--- config.mk ---
export PLATFORM = sky130hd
export DESIGN_NAME = token_classifier_lexer_unit_flat
export DESIGN_NICKNAME = d
export VERILOG_FILES = /design/src/sv/tcl_pkg.sv /design/src/sv/tcl_if.sv /design/src/sv/tcl_front.sv /design/src/sv/tcl_queue.sv /design/src/sv/tcl_back.sv /design/src/sv/token_classifier_lexer_unit.sv /design/src/flat_wrapper.sv
export VERILOG_INCLUDE_DIRS = /design/src /design/src/sv
export SDC_FILE = /design/constraint.sdc
export NUM_CORES = 1
export LEC_CHECK = 0
export BUFFER_PORTS_ARGS = -buffer_cell sky130_fd_sc_hd__buf_4
export CELL_PAD_IN_SITES_DETAIL_PLACEMENT = 1
export CELL_PAD_IN_SITES_GLOBAL_PLACEMENT = 1
export CORE_AREA = 2 2 183 257
export DETAILED_ROUTE_END_ITERATION = 8
export DIE_AREA = 0 0 185 259
export PLACE_DENSITY_LB_ADDON = 0.1
export SLEW_MARGIN = 20
export SYNTH_ARGS = -nofsm -noshare
export SYNTH_HDL_FRONTEND = slang
export SYNTH_HIERARCHICAL = 1
export SYNTH_SLANG_ARGS = --single-unit
export TNS_END_PERCENT = 100
--- constraint.sdc ---
create_clock -name i_clk -period 12.6 [get_ports i_clk]
set_input_delay 1.26 -clock i_clk [delete_from_list [all_inputs] [get_ports i_clk]]
set_output_delay 1.26 -clock i_clk [all_outputs]
set_load 0.005 [all_outputs]
--- src/sv/token_classifier_lexer_unit_macros.svh ---
// Assertion helpers shared by the lexer unit.
`ifndef TOKEN_CLASSIFIER_LEXER_UNIT_MACROS_SVH
`define TOKEN_CLASSIFIER_LEXER_UNIT_MACROS_SVH

// Check that the consequent holds in the same cycle as the antecedent.
`define TCL_ASSERT_SAME(lbl, clk, rst_n, ante, cons, msg) \
    lbl: assert property (@(posedge clk) disable iff (!rst_n) (ante) |-> (cons)) \
        else $error(msg);

// Check that the consequent holds in the cycle after the antecedent.
`define TCL_ASSERT_NEXT(lbl, clk, rst_n, ante, cons, msg) \
    lbl: assert property (@(posedge clk) disable iff (!rst_n) (ante) |=> (cons)) \
        else $error(msg);

`endif

--- src/sv/tcl_pkg.sv ---
package tcl_pkg;

    // Line and field geometry
    localparam int LINE_LENGTH = 256;
    localparam int COL_W       = 8;
    localparam int LINE_W      = 16;
    localparam int COUNT_BITS  = 16;
    localparam int KIND_W      = 3;
    localparam int BYTE_W      = 8;
    localparam int LEAD_N      = 5;
    localparam int LEAD_IDX_W  = $clog2(LEAD_N);
    localparam int NUM_KINDS   = 5;
    localparam int QUEUE_DEPTH = 4;
    localparam int QPTR_W      = $clog2(QUEUE_DEPTH);
    localparam int QCNT_W      = $clog2(QUEUE_DEPTH + 1);

    // Token kinds; a pending kind of zero means no token in progress
    localparam logic [KIND_W-1:0] KIND_KEYWORD = 3'd0;
    localparam logic [KIND_W-1:0] KIND_IDENT   = 3'd1;
    localparam logic [KIND_W-1:0] KIND_INT     = 3'd2;
    localparam logic [KIND_W-1:0] KIND_REAL    = 3'd3;
    localparam logic [KIND_W-1:0] KIND_SPECIAL = 3'd4;
    localparam logic [KIND_W-1:0] PEND_NONE    = 3'd0;

    // Character codes
    localparam logic [BYTE_W-1:0] CH_NUL   = 8'h00;
    localparam logic [BYTE_W-1:0] CH_LF    = 8'h0A;
    localparam logic [BYTE_W-1:0] CH_TAB   = 8'h09;
    localparam logic [BYTE_W-1:0] CH_SPACE = 8'h20;
    localparam logic [BYTE_W-1:0] CH_DOT   = 8'h2E;

    // First characters of a token, entry 0 is the first character
    typedef logic [LEAD_N-1:0][BYTE_W-1:0] t_lead;

    localparam t_lead KW_IF    = {8'h00, 8'h00, 8'h00, "f", "i"};
    localparam t_lead KW_THEN  = {8'h00, "n", "e", "h", "t"};
    localparam t_lead KW_ELSE  = {8'h00, "e", "s", "l", "e"};
    localparam t_lead KW_BEGIN = {"n", "i", "g", "e", "b"};
    localparam t_lead KW_END   = {8'h00, 8'h00, "d", "n", "e"};

    // One request from the front: an optional pending token and an optional special
    typedef struct packed {
        logic              tok_vld;
        logic [KIND_W-1:0] tok_kind;
        logic [COL_W-1:0]  tok_start;
        logic [COL_W-1:0]  tok_len;
        logic              spec_vld;
        logic [COL_W-1:0]  spec_col;
        logic [LINE_W-1:0] line;
    } t_req;

    function automatic logic is_special(input logic [BYTE_W-1:0] c);
        logic r;
        case (c)
            "(", ")", "[", "]", "+", "-", "=", ",", ";": r = 1'b1;
            default: r = 1'b0;
        endcase
        return r;
    endfunction

    // Bytes past the token length stay zero, so a full compare with length check
    // matches exactly the five keywords
    function automatic logic is_keyword(input t_lead lead, input logic [COL_W-1:0] len);
        logic r;
        r = (len == COL_W'(2) && lead == KW_IF)   ||
            (len == COL_W'(4) && lead == KW_THEN) ||
            (len == COL_W'(4) && lead == KW_ELSE) ||
            (len == COL_W'(5) && lead == KW_BEGIN) ||
            (len == COL_W'(3) && lead == KW_END);
        return r;
    endfunction

endpackage

--- src/sv/tcl_if.sv ---
interface tcl_byte_if import tcl_pkg::*; ();
    logic              valid;
    logic              ready;
    logic [BYTE_W-1:0] text_byte;

    modport source (output valid, output text_byte, input ready);
    modport sink (input valid, input text_byte, output ready);
endinterface

interface tcl_token_if import tcl_pkg::*; ();
    logic                  valid;
    logic                  ready;
    logic [KIND_W-1:0]     token_kind;
    logic [LINE_W-1:0]     line_index;
    logic [COL_W-1:0]      start_column;
    logic [COL_W-1:0]      token_length;
    logic [COUNT_BITS-1:0] kind_count;
    logic [COUNT_BITS-1:0] total_count;
    logic                  last_of_run;

    modport source (
        output valid, output token_kind, output line_index, output start_column,
        output token_length, output kind_count, output total_count, output last_of_run,
        input ready
    );
    modport sink (
        input valid, input token_kind, input line_index, input start_column,
        input token_length, input kind_count, input total_count, input last_of_run,
        output ready
    );
endinterface

--- src/sv/tcl_front.sv ---
module tcl_front import tcl_pkg::*; (
    input  logic       i_clk,
    input  logic       i_rst_n,
    tcl_byte_if.sink   i_byte,
    output logic       o_req_vld,
    output t_req       o_req,
    input  logic       i_req_rdy
);

    logic [KIND_W-1:0] r_kind, n_kind;
    logic [COL_W-1:0]  r_start, n_start;
    logic [COL_W-1:0]  r_col, n_col;
    logic [LINE_W-1:0] r_line, n_line;
    t_lead             r_lead, n_lead;

    logic [BYTE_W-1:0] c;
    logic              line_end, special, space, delim, letter, digit, dropped;
    logic              accept, emit_any;
    logic [COL_W-1:0]  off, tok_len;

    // Classify the incoming byte
    always_comb begin
        c        = i_byte.text_byte;
        line_end = (c == CH_LF) || (c == CH_NUL);
        special  = is_special(c);
        space    = (c == CH_SPACE) || (c == CH_TAB);
        delim    = line_end || space || special;
        letter   = (c >= "a" && c <= "z") || (c >= "A" && c <= "Z");
        digit    = (c >= "0" && c <= "9");
        dropped  = !line_end && (r_col >= COL_W'(LINE_LENGTH - 1));
    end

    // Start, promote or extend the pending token
    always_comb begin
        n_kind  = r_kind;
        n_start = r_start;
        n_lead  = r_lead;
        off     = '0;
        if (!line_end) begin
            if (letter || digit || special) begin
                if (r_kind == PEND_NONE) begin
                    n_kind  = letter ? KIND_IDENT : (digit ? KIND_INT : KIND_SPECIAL);
                    n_start = r_col;
                    n_lead  = '0;
                end
            end else if (c == CH_DOT && r_kind == KIND_INT) begin
                n_kind = KIND_REAL;
            end
            off = r_col - n_start;
            if (n_kind != PEND_NONE && !delim && off < COL_W'(LEAD_N)) begin
                n_lead[off[LEAD_IDX_W-1:0]] = c;
            end
        end
    end

    // Build the request for the back end
    always_comb begin
        emit_any         = delim && (n_kind != PEND_NONE);
        tok_len          = r_col - r_start;
        o_req.tok_vld    = emit_any && (n_kind != KIND_SPECIAL);
        o_req.tok_kind   = is_keyword(r_lead, tok_len) ? KIND_KEYWORD : n_kind;
        o_req.tok_start  = n_start;
        o_req.tok_len    = tok_len;
        o_req.spec_vld   = emit_any && special;
        o_req.spec_col   = r_col;
        o_req.line       = r_line;
        o_req_vld        = i_byte.valid && !dropped && (o_req.tok_vld || o_req.spec_vld);
    end

    assign i_byte.ready = i_req_rdy;
    assign accept       = i_byte.valid && i_req_rdy && !dropped;

    // Advance column and line
    always_comb begin
        n_col  = r_col + COL_W'(1);
        n_line = r_line;
        if (line_end) begin
            n_col = '0;
            if (r_line != '1) begin
                n_line = r_line + LINE_W'(1);
            end
        end
    end

    // Hold lexer state
    always_ff @(posedge i_clk) begin
        if (!i_rst_n) begin
            r_kind  <= PEND_NONE;
            r_start <= '0;
            r_col   <= '0;
            r_line  <= '0;
            r_lead  <= '0;
        end else if (accept) begin
            r_kind  <= (emit_any || line_end) ? PEND_NONE : n_kind;
            r_start <= n_start;
            r_col   <= n_col;
            r_line  <= n_line;
            r_lead  <= n_lead;
        end
    end

endmodule

--- src/sv/tcl_queue.sv ---
module tcl_queue import tcl_pkg::*; (
    input  logic i_clk,
    input  logic i_rst_n,
    input  logic i_push_vld,
    input  t_req i_push_data,
    output logic o_push_rdy,
    output logic o_pop_vld,
    output t_req o_pop_data,
    input  logic i_pop
);

    t_req              r_mem [QUEUE_DEPTH];
    logic [QPTR_W-1:0] r_wr_ptr, r_rd_ptr;
    logic [QCNT_W-1:0] r_count;
    logic              push, pop;

    assign o_push_rdy = (r_count != QCNT_W'(QUEUE_DEPTH));
    assign o_pop_vld  = (r_count != '0);
    assign o_pop_data = r_mem[r_rd_ptr];
    assign push       = i_push_vld && o_push_rdy;
    assign pop        = i_pop && o_pop_vld;

    // Store requests
    always_ff @(posedge i_clk) begin
        if (push) begin
            r_mem[r_wr_ptr] <= i_push_data;
        end
    end

    // Advance pointers and fill count
    always_ff @(posedge i_clk) begin
        if (!i_rst_n) begin
            r_wr_ptr <= '0;
            r_rd_ptr <= '0;
            r_count  <= '0;
        end else begin
            if (push) begin
                r_wr_ptr <= r_wr_ptr + QPTR_W'(1);
            end
            if (pop) begin
                r_rd_ptr <= r_rd_ptr + QPTR_W'(1);
            end
            case ({push, pop})
                2'b10:   r_count <= r_count + QCNT_W'(1);
                2'b01:   r_count <= r_count - QCNT_W'(1);
                default: r_count <= r_count;
            endcase
        end
    end

endmodule

--- src/sv/tcl_back.sv ---
module tcl_back import tcl_pkg::*; (
    input  logic        i_clk,
    input  logic        i_rst_n,
    input  logic        i_req_vld,
    input  t_req        i_req,
    output logic        o_req_pop,
    tcl_token_if.source o_token
);

    logic                  r_out_vld;
    logic                  r_phase;
    logic [COUNT_BITS-1:0] r_kcnt [NUM_KINDS];
    logic [COUNT_BITS-1:0] r_total;

    logic [KIND_W-1:0]     r_kind;
    logic [LINE_W-1:0]     r_line;
    logic [COL_W-1:0]      r_startc;
    logic [COL_W-1:0]      r_len;
    logic [COUNT_BITS-1:0] r_kind_cnt;
    logic                  r_last;

    logic                  tok_phase, last, load;
    logic [KIND_W-1:0]     kind;
    logic [COL_W-1:0]      startc, len;
    logic [COUNT_BITS-1:0] n_kind_cnt, n_total;

    // Pick the token or the special of the head request
    always_comb begin
        tok_phase = i_req.tok_vld && !r_phase;
        kind      = tok_phase ? i_req.tok_kind : KIND_SPECIAL;
        startc    = tok_phase ? i_req.tok_start : i_req.spec_col;
        len       = tok_phase ? i_req.tok_len : COL_W'(1);
        last      = !tok_phase || !i_req.spec_vld;
        load      = i_req_vld && (!r_out_vld || o_token.ready);
        o_req_pop = load && last;
    end

    // Saturate running counts
    always_comb begin
        n_kind_cnt = r_kcnt[kind];
        if (r_kcnt[kind] != '1) begin
            n_kind_cnt = r_kcnt[kind] + COUNT_BITS'(1);
        end
        n_total = r_total;
        if (r_total != '1) begin
            n_total = r_total + COUNT_BITS'(1);
        end
    end

    // Hold control state and counts
    always_ff @(posedge i_clk) begin
        if (!i_rst_n) begin
            r_out_vld <= 1'b0;
            r_phase   <= 1'b0;
            r_total   <= '0;
            for (int k = 0; k < NUM_KINDS; k++) begin
                r_kcnt[k] <= '0;
            end
        end else if (load) begin
            r_out_vld    <= 1'b1;
            r_phase      <= !last;
            r_total      <= n_total;
            r_kcnt[kind] <= n_kind_cnt;
        end else if (o_token.ready) begin
            r_out_vld <= 1'b0;
        end
    end

    // Load the output register
    always_ff @(posedge i_clk) begin
        if (load) begin
            r_kind     <= kind;
            r_line     <= i_req.line;
            r_startc   <= startc;
            r_len      <= len;
            r_kind_cnt <= n_kind_cnt;
            r_last     <= last;
        end
    end

    assign o_token.valid        = r_out_vld;
    assign o_token.token_kind   = r_kind;
    assign o_token.line_index   = r_line;
    assign o_token.start_column = r_startc;
    assign o_token.token_length = r_len;
    assign o_token.kind_count   = r_kind_cnt;
    assign o_token.total_count  = r_total;
    assign o_token.last_of_run  = r_last;

endmodule

--- src/sv/token_classifier_lexer_unit.sv ---
// A byte's request is queued, then loaded into the result-side output register.
// Bytes are taken one per cycle while the queue has room; the result side issues
// one token per cycle while the sink takes them, so a byte that closes a token with
// a special character yields two tokens; the four-entry queue absorbs such bursts.
// Reset: synchronous, active low; clears line, column, pending token and all counts.
`include "token_classifier_lexer_unit_macros.svh"

module token_classifier_lexer_unit import tcl_pkg::*; (
    input  logic        i_clk,
    input  logic        i_rst_n,
    tcl_byte_if.sink    i_byte,
    tcl_token_if.source o_token
);

    logic q_push_vld, q_push_rdy, q_pop_vld, q_pop;
    t_req q_push_data, q_pop_data;

    // Classify bytes and track the pending token
    tcl_front u_front (
        .i_clk     (i_clk),
        .i_rst_n   (i_rst_n),
        .i_byte    (i_byte),
        .o_req_vld (q_push_vld),
        .o_req     (q_push_data),
        .i_req_rdy (q_push_rdy)
    );

    // Decouple front and back
    tcl_queue u_queue (
        .i_clk       (i_clk),
        .i_rst_n     (i_rst_n),
        .i_push_vld  (q_push_vld),
        .i_push_data (q_push_data),
        .o_push_rdy  (q_push_rdy),
        .o_pop_vld   (q_pop_vld),
        .o_pop_data  (q_pop_data),
        .i_pop       (q_pop)
    );

    // Count and issue tokens
    tcl_back u_back (
        .i_clk     (i_clk),
        .i_rst_n   (i_rst_n),
        .i_req_vld (q_pop_vld),
        .i_req     (q_pop_data),
        .o_req_pop (q_pop),
        .o_token   (o_token)
    );

    `TCL_ASSERT_SAME(a_no_lost_request, i_clk, i_rst_n,
        q_push_vld && !q_push_rdy, !i_byte.ready,
        "byte taken while its request meets a full queue")
    `TCL_ASSERT_SAME(a_keyword_length, i_clk, i_rst_n,
        o_token.valid && o_token.token_kind == KIND_KEYWORD,
        o_token.token_length >= 8'd2 && o_token.token_length <= 8'd5,
        "keyword of bad length")
    `TCL_ASSERT_SAME(a_special_single, i_clk, i_rst_n,
        o_token.valid && o_token.token_kind == KIND_SPECIAL,
        o_token.token_length == 8'd1 && o_token.last_of_run,
        "special token malformed")
    `TCL_ASSERT_SAME(a_count_order, i_clk, i_rst_n,
        o_token.valid,
        o_token.total_count >= o_token.kind_count && o_token.kind_count != 16'd0,
        "kind count exceeds total")

endmodule
--- src/flat_wrapper.sv ---
// flat-port wrapper written by rule: the top's interface ports become plain ports
module token_classifier_lexer_unit_flat import tcl_pkg::*;
  (i_clk, i_rst_n, i_byte_valid, i_byte_text_byte, i_byte_ready, o_token_valid, o_token_token_kind, o_token_line_index, o_token_start_column, o_token_token_length, o_token_kind_count, o_token_total_count, o_token_last_of_run, o_token_ready);
  tcl_byte_if i_byte_i ();
  tcl_token_if o_token_i ();
  input  logic i_clk;
  input  logic i_rst_n;
  input wire logic [$bits(i_byte_i.valid)-1:0] i_byte_valid;
  input wire logic [$bits(i_byte_i.text_byte)-1:0] i_byte_text_byte;
  output wire logic [$bits(i_byte_i.ready)-1:0] i_byte_ready;
  output wire logic [$bits(o_token_i.valid)-1:0] o_token_valid;
  output wire logic [$bits(o_token_i.token_kind)-1:0] o_token_token_kind;
  output wire logic [$bits(o_token_i.line_index)-1:0] o_token_line_index;
  output wire logic [$bits(o_token_i.start_column)-1:0] o_token_start_column;
  output wire logic [$bits(o_token_i.token_length)-1:0] o_token_token_length;
  output wire logic [$bits(o_token_i.kind_count)-1:0] o_token_kind_count;
  output wire logic [$bits(o_token_i.total_count)-1:0] o_token_total_count;
  output wire logic [$bits(o_token_i.last_of_run)-1:0] o_token_last_of_run;
  input wire logic [$bits(o_token_i.ready)-1:0] o_token_ready;
  assign i_byte_i.valid = i_byte_valid;
  assign i_byte_i.text_byte = i_byte_text_byte;
  assign i_byte_ready = i_byte_i.ready;
  assign o_token_valid = o_token_i.valid;
  assign o_token_token_kind = o_token_i.token_kind;
  assign o_token_line_index = o_token_i.line_index;
  assign o_token_start_column = o_token_i.start_column;
  assign o_token_token_length = o_token_i.token_length;
  assign o_token_kind_count = o_token_i.kind_count;
  assign o_token_total_count = o_token_i.total_count;
  assign o_token_last_of_run = o_token_i.last_of_run;
  assign o_token_i.ready = o_token_ready;
  token_classifier_lexer_unit u_core (.i_clk(i_clk), .i_rst_n(i_rst_n), .i_byte(i_byte_i), .o_token(o_token_i));
endmodule
==> impl_metrics.yaml, run 1 <==
outcome:
  status: "complete, no violations"
grt:
  grt_usage_pct: 22.5
  grt.overflow.total: 0
  grt_pass1_vias: 13900
  grt_start_max_net_pins: 49
  grt_antenna_before_repair: 0
  grt_pass1_wl_um: 81500
floorplanning:
  die_area_sq_mm: 0.0479
  start_util_pct: 44.5
  design.core.area_sq_mm: 0.0456
  row_count: 93
  die_h_um: 259
  ios: 82
  die_w_um: 185
final_layout:
  multi_input_area_sq_mm: 0.00676
  syn_to_final_growth_pct: 12.6
  insertedDiodeCount: 0
  nFillCells: 4672
  fin_cells: 2262
  ff_latch_area_sq_mm: 0.0129
  layout-drive-gt1-share_pct: 17.3
  nets: 1641
clock_network:
  post-cts-setup-buffer-count: 0
  cts.sinks: 462
  cts_tree: "built"
  h-tree-depth: 2
  postCtsHoldBufs: 0
  cts_repair_resize_count: 0
  clk_latency_ps: 570
  clk_path_buf_depth: 3
  cts-root-buf: "clkbuf_16"
  cts.clk_slew.worst_paths_ps: 60
  cts_made_buffers: 46
placed_design:
  numPortBuffers: 81
  dp.cells: 2176
  gp_congestion: 0.863
  dp_hpwl_um: 34700
power:
  power.switching_w: 0.000691
  power_leakage_nw: 7.72
  switching_share_pct: 22.0
  p_int_w: 0.00245
  seq_power_share_pct: 52.9
  p_per_area_mw_per_mm2: 137
  irDropWorstVdd_mv: 0.131
  pwr-share-clk_pct: 42.2
  combPwrFrac_pct: 5.0
synthesis:
  synth_top_cells_by_area: "edfxtp_1 (53%), dfxtp_1 (10%), mux4_2 (5.0%)"
  synth_edf_count: 360
  syn-num-nets: 1564
  synth_area_leader_cell: "edfxtp_1"
  synth_top_family_by_area: "simple AND/OR/NAND/NOR gates"
  syn-cell-area_sq_mm: 0.0203
  ys_seq_elements: 462
  ys_seq_area_share_pct: 63.3
  yosysUniqueCellTypes: 109
  synth.top_cells.by_count: "edfxtp_1 (360), nor2_1 (164), nand2_1 (104)"
  synth-xor-area-share_pct: 2.06
  netlist_instances: 1530
  synth_simple_gate_area_share_pct: 13.3
  yosysWarnings: 6
  synth_compound_area_share_pct: 8.62
  yosysTopAreaCellShare_pct: 53.2
  synth_fa_ha_area_share_pct: 1.51
  async_reset_ff_share_pct: 0
  syn_area_per_cell_sq_um: 13.3
  synthFlopType: "edfxtp_1"
  synth.area.mux_share_pct: 7.72
  synth.most_common_cell: "edfxtp_1"
routing:
  drc: 0
  wirelength_um: 53100
  dr.first_iter.drc_count: 707
  wl_per_cell_um: 23.5
  num_vias: 12900
  firstDrtPassIters: 5
  drtAntennaViolNets: 0
  avgViaCountPerCell: 5.70
worst_setup_path:
  crit_arrival_ps: 6280
  critPathMaxFanout: 22
  cp.required_ps: 13070
  crit_path_end_kind: "flop"
  crit_path_start_kind: "input pin"
  worstSetupPathType: "in -> reg"
sta:
  slew_viol_final: 0
  setup_viol: 0
  max_freq_mhz: 172
  setup-tns-final_ps: 0
  worstMarginPinSlew_ps: 1090
  rsz0062_at_grt: "false"
  skew_ps: 24.8
  hold_viol_final: 0
  period_share_pct: 46.1
  slew_headroom_pct: 27.1
  min_period_ps: 5810
job:
  drv_cap: 0
hold_path:
  hold_path_class: "reg -> reg"
-- metrics by stage --
| step | worst slack [ps] | utilization [%] | hold WS, ps | power, W | instance area (sq um) |
|---|---|---|---|---|---|
| floorplan | 6820 | - | 429 | 0.00180 | 20300 |
| global placement | 6420 | 47.0 | 440 | 0.00185 | 21400 |
| detailed placement | 6290 | 47.0 | 467 | 0.00185 | 21400 |
| CTS | 6850 | 50.2 | 475 | 0.00318 | 22900 |
| global route | 6430 | 50.2 | 485 | 0.00324 | 22900 |
| finish | 6790 | 50.2 | 473 | 0.00315 | 22900 |
-- sequential cells by signal, indices dropped and copies added, names as in the netlist, named ones only --
register,count
u_core/u_back/o_token.valid,1
u_core/u_back/o_token.token_kind,3
u_core/u_front/r_line,16
u_core/u_queue/r_mem,180
u_core/u_back/o_token.last_of_run,1
u_core/u_front/r_start,8
u_core/u_queue/r_rd_ptr,2
u_core/u_back/o_token.kind_count,16
u_core/u_front/r_lead,40
u_core/u_back/o_token.start_column,8
u_core/u_back/o_token.total_count,16
u_core/u_back/o_token.line_index,16
u_core/u_back/r_phase,1
u_core/u_front/r_kind,3
u_core/u_back/r_kcnt,128
u_core/u_front/r_col,8
u_core/u_back/o_token.token_length,8
u_core/u_queue/r_wr_ptr,2
u_core/u_queue/r_count,3
-- power by group through the flow --
stage	combinational, W	clock [W]	sequential (W)
3_3_place_gp	0.000153	0	0.00169
6_report	0.000157	0.00133	0.00166
2_1_floorplan	0.000106	0	0.00169
5_1_grt	0.000170	0.00141	0.00166
3_5_place_dp	0.000157	0	0.00170
4_1_cts	0.000157	0.00136	0.00166
-- per-layer routing --
layer / up-vias / GRT usage [%] / share of wire [%]
li1: 5917 / - / -
met1: 6658 / 25.2 / 39
met2: 216 / 43.1 / 55
met3: 104 / 2.69 / 2.8
met4: 0 / 8.27 / 3.6
met5: - / 0 / 0
-- worst max-delay path: stages --
cell	delay (ps)
buf_4	150
or4_4	580
nor3_2	150
a2bb2oi_2	110
a31oi_4	600
nor2_1	120
a21oi_1	300
ha_1	290
nor2b_1	190
o21ai_0	240
a31oi_1	130
maj3_1	400
a41o_1	270
o31ai_2	330
nand4b_1	440
or2_1	470
o211ai_1	220
-- cells by family after synthesis --
kind of cell,count (synthesis)
compound gates,239
xor+xnor,47
fa+ha+maj,23
buf+inv,152
flops,462
mux,89
simple gates,518
-- placed cells by master (no fill, tap or decap), types with 21 or more instances in the layout --
cell       netlist  final
clkbuf_16        0     46
o21ai_0         35     35
nand3_1         34     34
nor2_1         164    163
mux2_2          22     22
nand2_1        104    104
edfxtp_1       360    360
mux4_2          45     45
o211ai_1        21     21
buf_4            9    102
a21oi_1         36     36
and2_1          39     35
inv_1           76     75
xnor2_1         29     29
dfxtp_1        102    100
o22ai_1         33     33
nor3_1          25     25
-- layout make-up --
cell class | count | area share (%)
multi-input combinational | 916 | 29.5
sequential | 462 | 56.2
tap | 617 | 3.37
clock inverter | 19 | 0.782
timing repair buffer | 102 | 3.35
clock buffer | 67 | 5.46
inverter | 79 | 1.30
-- final timing paths --
kind / from / end / slack [ps] / depth (start not counted)
setup / recovery: i_byte_text_byte[2] / u_core/u_front/r_lead[19] / 6790 / 17
hold reg to reg: u_core/u_front/r_lead[15] / u_core/u_front/r_lead[15] / 470 / 2
setup reg to reg: flop / u_core/u_back/o_token.kind_count[10] / 7230 / 10
hold / removal: u_core/u_front/r_lead[15] / u_core/u_front/r_lead[15] / 470 / 2
(Power assumes the default switching activity.)
==> run 2, diff against run 1 <==
clock period = 5.8 ns   (was 12.6 ns; I/O delays follow)
==> run 2 against run 1 <==
Effect of this change:
- sequential share of layout area is 0.40 points lower
- combinational power is 120% higher
- core utilization is 0.36 points higher
- non-clock buffer count is 18 higher
- sequential power is 120% higher
- flip-flop and latch count stayed put
- clock power is 120% higher
- first-iteration DRC count is 10% lower
- critical path type unchanged
==> impl_metrics.yaml, run 2 (synthesized netlist as in run 1, its figures left out) <==
sta:
  period_share_pct: 86.0
  setup_viol: 0
  min_period_ps: 4990
  worstMarginPinSlew_ps: 1030
  skew_ps: 14.1
  hold_viol_final: 0
  max_freq_mhz: 200
  setup_slack_ps: 810
  rsz0062_at_grt: "false"
  setup-tns-final_ps: 0
  slew_headroom_pct: 31.3
  slew_viol_final: 0
placed_design:
  dp.cells: 2194
  dp_hpwl_um: 36000
  dp_slack_ps: 295
  gp_congestion: 0.906
  numPortBuffers: 81
clock_network:
  cts.clk_slew.worst_paths_ps: 60
  cts_tree: "built"
  cts.sinks: 462
  cts_made_buffers: 46
  postCtsHoldBufs: 0
  clk_path_buf_depth: 3
  clk_latency_ps: 560
  cts_repair_resize_count: 0
  cts-root-buf: "clkbuf_16"
  post-cts-setup-buffer-count: 0
  h-tree-depth: 2
routing:
  avgViaCountPerCell: 5.67
  drc: 0
  num_vias: 12900
  wl_per_cell_um: 23.3
  firstDrtPassIters: 5
  dr.first_iter.drc_count: 633
  drtAntennaViolNets: 0
  wirelength_um: 53100
grt:
  grt_start_max_net_pins: 46
  grt_usage_pct: 22.6
  grt.overflow.total: 0
  grt_antenna_before_repair: 0
  grt_pass1_vias: 13700
  grt_pass1_wl_um: 81800
final_layout:
  syn_to_final_growth_pct: 13.4
  nets: 1659
  layout-drive-gt1-share_pct: 18.8
  top_register: "u_core/u_queue/r_mem"
  fin_cells: 2280
  layout_commonest_cell: "edfxtp_1"
  nFillCells: 4659
  insertedDiodeCount: 0
  final_cell_mix: "edfxtp_1 (360), nor2_1 (164), buf_4 (120)"
  multi_input_area_sq_mm: 0.00676
  top_regs: "u_core/u_queue/r_mem: 180 flops, u_core/u_back/r_kcnt: 128 flops, u_core/u_front/r_lead: 40 flops"
  largest_reg_flops: 180
  ff_latch_area_sq_mm: 0.0129
floorplanning:
  die_area_sq_mm: 0.0479
  design.core.area_sq_mm: 0.0456
  start_util_pct: 44.5
  row_count: 93
  ios: 82
  die_w_um: 185
  die_h_um: 259
hold_path:
  min_path_cells: 2
  hold_path_class: "in -> reg"
  hp-start: "i_byte_text_byte[6]"
  hold_end: "u_core/u_front/r_lead[38]"
worst_setup_path:
  worst_r2r_startpoint: "u_core/u_front/r_kind[1]"
  path_delay_family: "compound AO/OA/AOI/OAI gates"
  crit_arrival_ps: 5460
  critPathMaxFanout: 16
  crit_cells: 17
  cp.buffers_inverters: 1
  cp.required_ps: 6270
  worstReg2RegEnd: "u_core/u_front/r_lead[21]"
  worstSetupPathType: "in -> reg"
  cpMaxStageDelayCell: "or4_4"
  cp_cell_sequence: "buf_4 > or4_4 > nor3_2 > a2bb2oi_2 > a31oi_4 > nor2_1 > a21oi_1 > ha_1 > nor2b_1 > o21ai_0 > a31oi_1 > maj3_1 > a41o_1 > o31ai_2 > nand4b_1 > or2_1 > o211ai_1"
  rr_worst_depth: 14
  crit_path_start_kind: "input pin"
  crit_path_end_kind: "flop"
  reg2reg_slack_ps: 950
  max_stage_delay_ps: 580
outcome:
  status: "complete, no violations"
power:
  power_leakage_nw: 7.84
  power.total_w: 0.00684
  p_per_area_mw_per_mm2: 297
  irDropWorstVdd_mv: 0.224
job:
  drv_cap: 0
[run 2: routing by layer]
| layer | part of all wire, % | track usage (%) | vias to the layer above |
|---|---|---|---|
| li1 | - | - | 5954 |
| met1 | 38 | 25.3 | 6652 |
| met2 | 55 | 42.7 | 215 |
| met3 | 2.9 | 2.69 | 112 |
| met4 | 4.4 | 10.1 | 0 |
| met5 | 0 | 0 | - |
[run 2: worst register-to-register path, stage by stage, from the launching register on]
cell and delay, ps:
dfxtp_1 340, or3_1 550, a31oi_4 490, nor2_1 80, a21oi_1 310, ha_1 300
nor2b_1 190, o21ai_0 260, a31oi_1 120, maj3_1 400, a41o_1 270, o31ai_2 350
nand4b_1 420, or2_1 460, o211ai_1 230
[run 2: report_power, final]
part | switching [W] | total, W | internal (W)
combinational | 0.000233 | 0.000346 | 0.000113
clock | 0.00125 | 0.00289 | 0.00164
sequential | 0.0000184 | 0.00361 | 0.00359
total | 0.00150 | 0.00684 | 0.00534
[run 2: worst max-delay path by stage]
stage / slack (ps) / to / from
after floorplan: 700 / u_core/u_front/r_lead[10] / i_byte_text_byte[4]
after global placement: 500 / u_core/u_front/r_lead[27] / i_byte_text_byte[2]
after detailed placement: 290 / u_core/u_front/r_lead[17] / i_byte_text_byte[2]
after CTS: 860 / u_core/u_front/r_lead[21] / i_byte_text_byte[2]
after global routing: 460 / u_core/u_front/r_lead[21] / i_byte_text_byte[2]
final: 810 / u_core/u_front/r_lead[21] / i_byte_text_byte[2]
[run 2: area by class of cell]
type | instances | area share, %
clock inverters | 21 | 0.771
well taps | 617 | 3.35
inverters | 79 | 1.29
repair buffers | 120 | 3.91
clock buffers | 65 | 5.57
multi-input cells | 916 | 29.3
flip-flops and latches | 462 | 55.8
[run 2: through the flow]
step | utilization (%) | hold slack (ps) | cell area [sq um]
detailed placement | 47.3 | 459 | 21600
global placement | 47.3 | 441 | 21600
finish | 50.5 | 318 | 23000
CTS | 50.5 | 286 | 23000
floorplan | - | 429 | 20300
global route | 50.5 | 299 | 23000
==> run 3, diff against run 2 <==
--- a/config.mk
+++ b/config.mk
@@ -11,4 +11,5 @@
 export CELL_PAD_IN_SITES_GLOBAL_PLACEMENT = 1
 export CORE_AREA = 2 2 183 257
+export CTS_BUF_LIST = sky130_fd_sc_hd__clkbuf_4 sky130_fd_sc_hd__clkbuf_8
 export DETAILED_ROUTE_END_ITERATION = 8
 export DIE_AREA = 0 0 185 259
==> constraint.sdc (replaced) <==
create_clock -name i_clk -period 5.8 [get_ports i_clk]
set_input_delay 1.45 -clock i_clk [delete_from_list [all_inputs] [get_ports i_clk]]
set_output_delay 1.45 -clock i_clk [all_outputs]
set_load 0.005 [all_outputs]
==> run 3 against run 2 <==
Effect of this change:
- non-clock buffer count is 25 higher
- first-iteration DRC count is 4.9% higher
- setup slack worse by 310 ps
- hold slack better by 140 ps
- cell count is 2.8% higher
- via count is 1.8% higher
- global-route usage is 0.40 points higher
- maximum frequency is 5.8% lower
- clock skew is 14 ps higher
- sequential share of layout area is 0.56 points lower
- critical endpoint is now u_core/u_front/r_lead[20]
==> impl_metrics.yaml, run 3 (synthesized netlist as in run 1, its figures left out) <==
outcome:
  status: "complete, no violations"
worst_setup_path:
  crit_arrival_ps: 5820
  reg2reg_slack_ps: 1050
  critPathMaxFanout: 10
  crit_path_start_kind: "input pin"
  cp.required_ps: 6330
  worstSetupPathType: "in -> reg"
  crit_path_end_kind: "flop"
job:
  drv_cap: 0
grt:
  grt_pass1_wl_um: 83000
  grt_pass1_vias: 14300
  grt_start_max_net_pins: 46
  grt_usage_pct: 23.0
  grt_antenna_before_repair: 2
  grt.overflow.total: 0
sta:
  rsz0062_at_grt: "false"
  period_share_pct: 91.3
  setup-tns-final_ps: 0
  hold_viol_final: 0
  min_period_ps: 5300
  slew_viol_final: 0
  slew_headroom_pct: 36.3
  worstMarginPinSlew_ps: 955
  skew_ps: 27.7
  setup_viol: 0
  max_freq_mhz: 189
  setup_slack_ps: 505
floorplanning:
  design.core.area_sq_mm: 0.0456
  die_area_sq_mm: 0.0479
  ios: 82
  start_util_pct: 44.5
  row_count: 93
  die_h_um: 259
  die_w_um: 185
routing:
  firstDrtPassIters: 5
  num_vias: 13200
  avgViaCountPerCell: 5.62
  wirelength_um: 53400
  wl_per_cell_um: 22.8
  drc: 0
  dr.first_iter.drc_count: 664
  drtAntennaViolNets: 0
clock_network:
  clk_latency_ps: 640
  h-tree-depth: 3
  clk_path_buf_depth: 3
  cts_made_buffers: 72
  postCtsHoldBufs: 0
  cts-root-buf: "clkbuf_8"
  post-cts-setup-buffer-count: 0
  cts_repair_resize_count: 0
  cts_tree: "built"
  cts.clk_slew.worst_paths_ps: 50
  cts.sinks: 462
final_layout:
  final_util_pct: 51.0
  largest_reg_flops: 180
  syn_to_final_growth_pct: 14.6
  fin_cells: 2344
  nets: 1710
  layout-drive-gt1-share_pct: 22.3
  final_cell_mix: "edfxtp_1 (360), nor2_1 (163), buf_4 (140)"
  design_area_sq_mm: 0.0233
  top_regs: "u_core/u_queue/r_mem: 180 flops, u_core/u_back/r_kcnt: 128 flops, u_core/u_front/r_lead: 40 flops"
  layout_commonest_cell: "edfxtp_1"
  top_register: "u_core/u_queue/r_mem"
power:
  power_leakage_nw: 8.02
  irDropWorstVdd_mv: 0.164
  p_per_area_mw_per_mm2: 290
placed_design:
  numPortBuffers: 81
  gp_congestion: 0.858
  dp_slack_ps: -141
  dpl_cell_area_sq_mm: 0.0218
  dp_hpwl_um: 35800
  dp.cells: 2219
hold_path:
  hold_path_class: "reg -> reg"
==> run 3: changes by cell type in the layout (fill, tap and decap cells not counted), moves of 2 or more <==
cell,before,now
clkbuf_8,6,73
clkbuf_16,46,0
clkbuf_4,0,26
buf_4,120,140
clkbuf_1,13,0
buf_12,0,5
clkinv_1,5,10
clkinv_2,8,5
a21oi_2,2,0
a21oi_4,1,3
inv_8,0,2
==> run 3: path summary, 6_finish.rpt <==
| path | from | to | depth (start not counted) |
|---|---|---|---|
| max reg2reg | flop | u_core/u_back/o_token.kind_count[8] | 11 |
| max | i_byte_text_byte[2] | u_core/u_front/r_lead[20] | 17 |
| min | u_core/u_front/r_lead[15] | u_core/u_front/r_lead[15] | 2 |
| min reg2reg | u_core/u_front/r_lead[15] | u_core/u_front/r_lead[15] | 2 |
==> run 3: per-layer routing <==
| layer | vias to the layer above | track usage, % | wire length, um |
|---|---|---|---|
| met3 | 135 | 3.73 | 1760 |
| met4 | 2 | 10.8 | 2200 |
| li1 | 6055 | - | - |
| met1 | 6718 | 25.8 | 20500 |
| met2 | 262 | 42.4 | 29000 |
| met5 | - | 0 | 9 |
==> run 3: final cells by class <==
type	instances	area [sq um]
multi-input combinational	916	6770
clock buffer	99	1200
antenna	1	2.50
tap	617	772
clock inverter	25	225
inverter	79	297
fill	4715	22300
sequential	462	12900
timing repair buffer	145	1150
==> run 3: per-stage QoR <==
step                      hold slack, ps  power, W
after CTS                            469   0.00685
after global routing                 491   0.00702
after floorplan                      429   0.00391
after detailed placement             460   0.00405
final                                459   0.00676
after global placement               437   0.00404
==> run 3: power breakdown <==
part / leakage, nW / total, W / switching (W) / internal (W)
clock: 0.755 / 0.00278 / 0.00129 / 0.00149
combinational: 3.13 / 0.000364 / 0.000238 / 0.000126
sequential: 4.13 / 0.00361 / 0.0000184 / 0.00359
==> run 3: worst max-delay path, stage by stage <==
cell,delay (ps)
buf_4,150
or4_4,580
nor3_2,170
a2bb2oi_2,130
a31oi_4,270
mux2_2,370
ha_1,210
fa_1,410
a21boi_0,200
o21ai_0,180
nand2_1,110
a31oi_1,80
mux2_4,300
a22oi_1,390
nand2_2,210
or2_1,380
o211ai_1,220
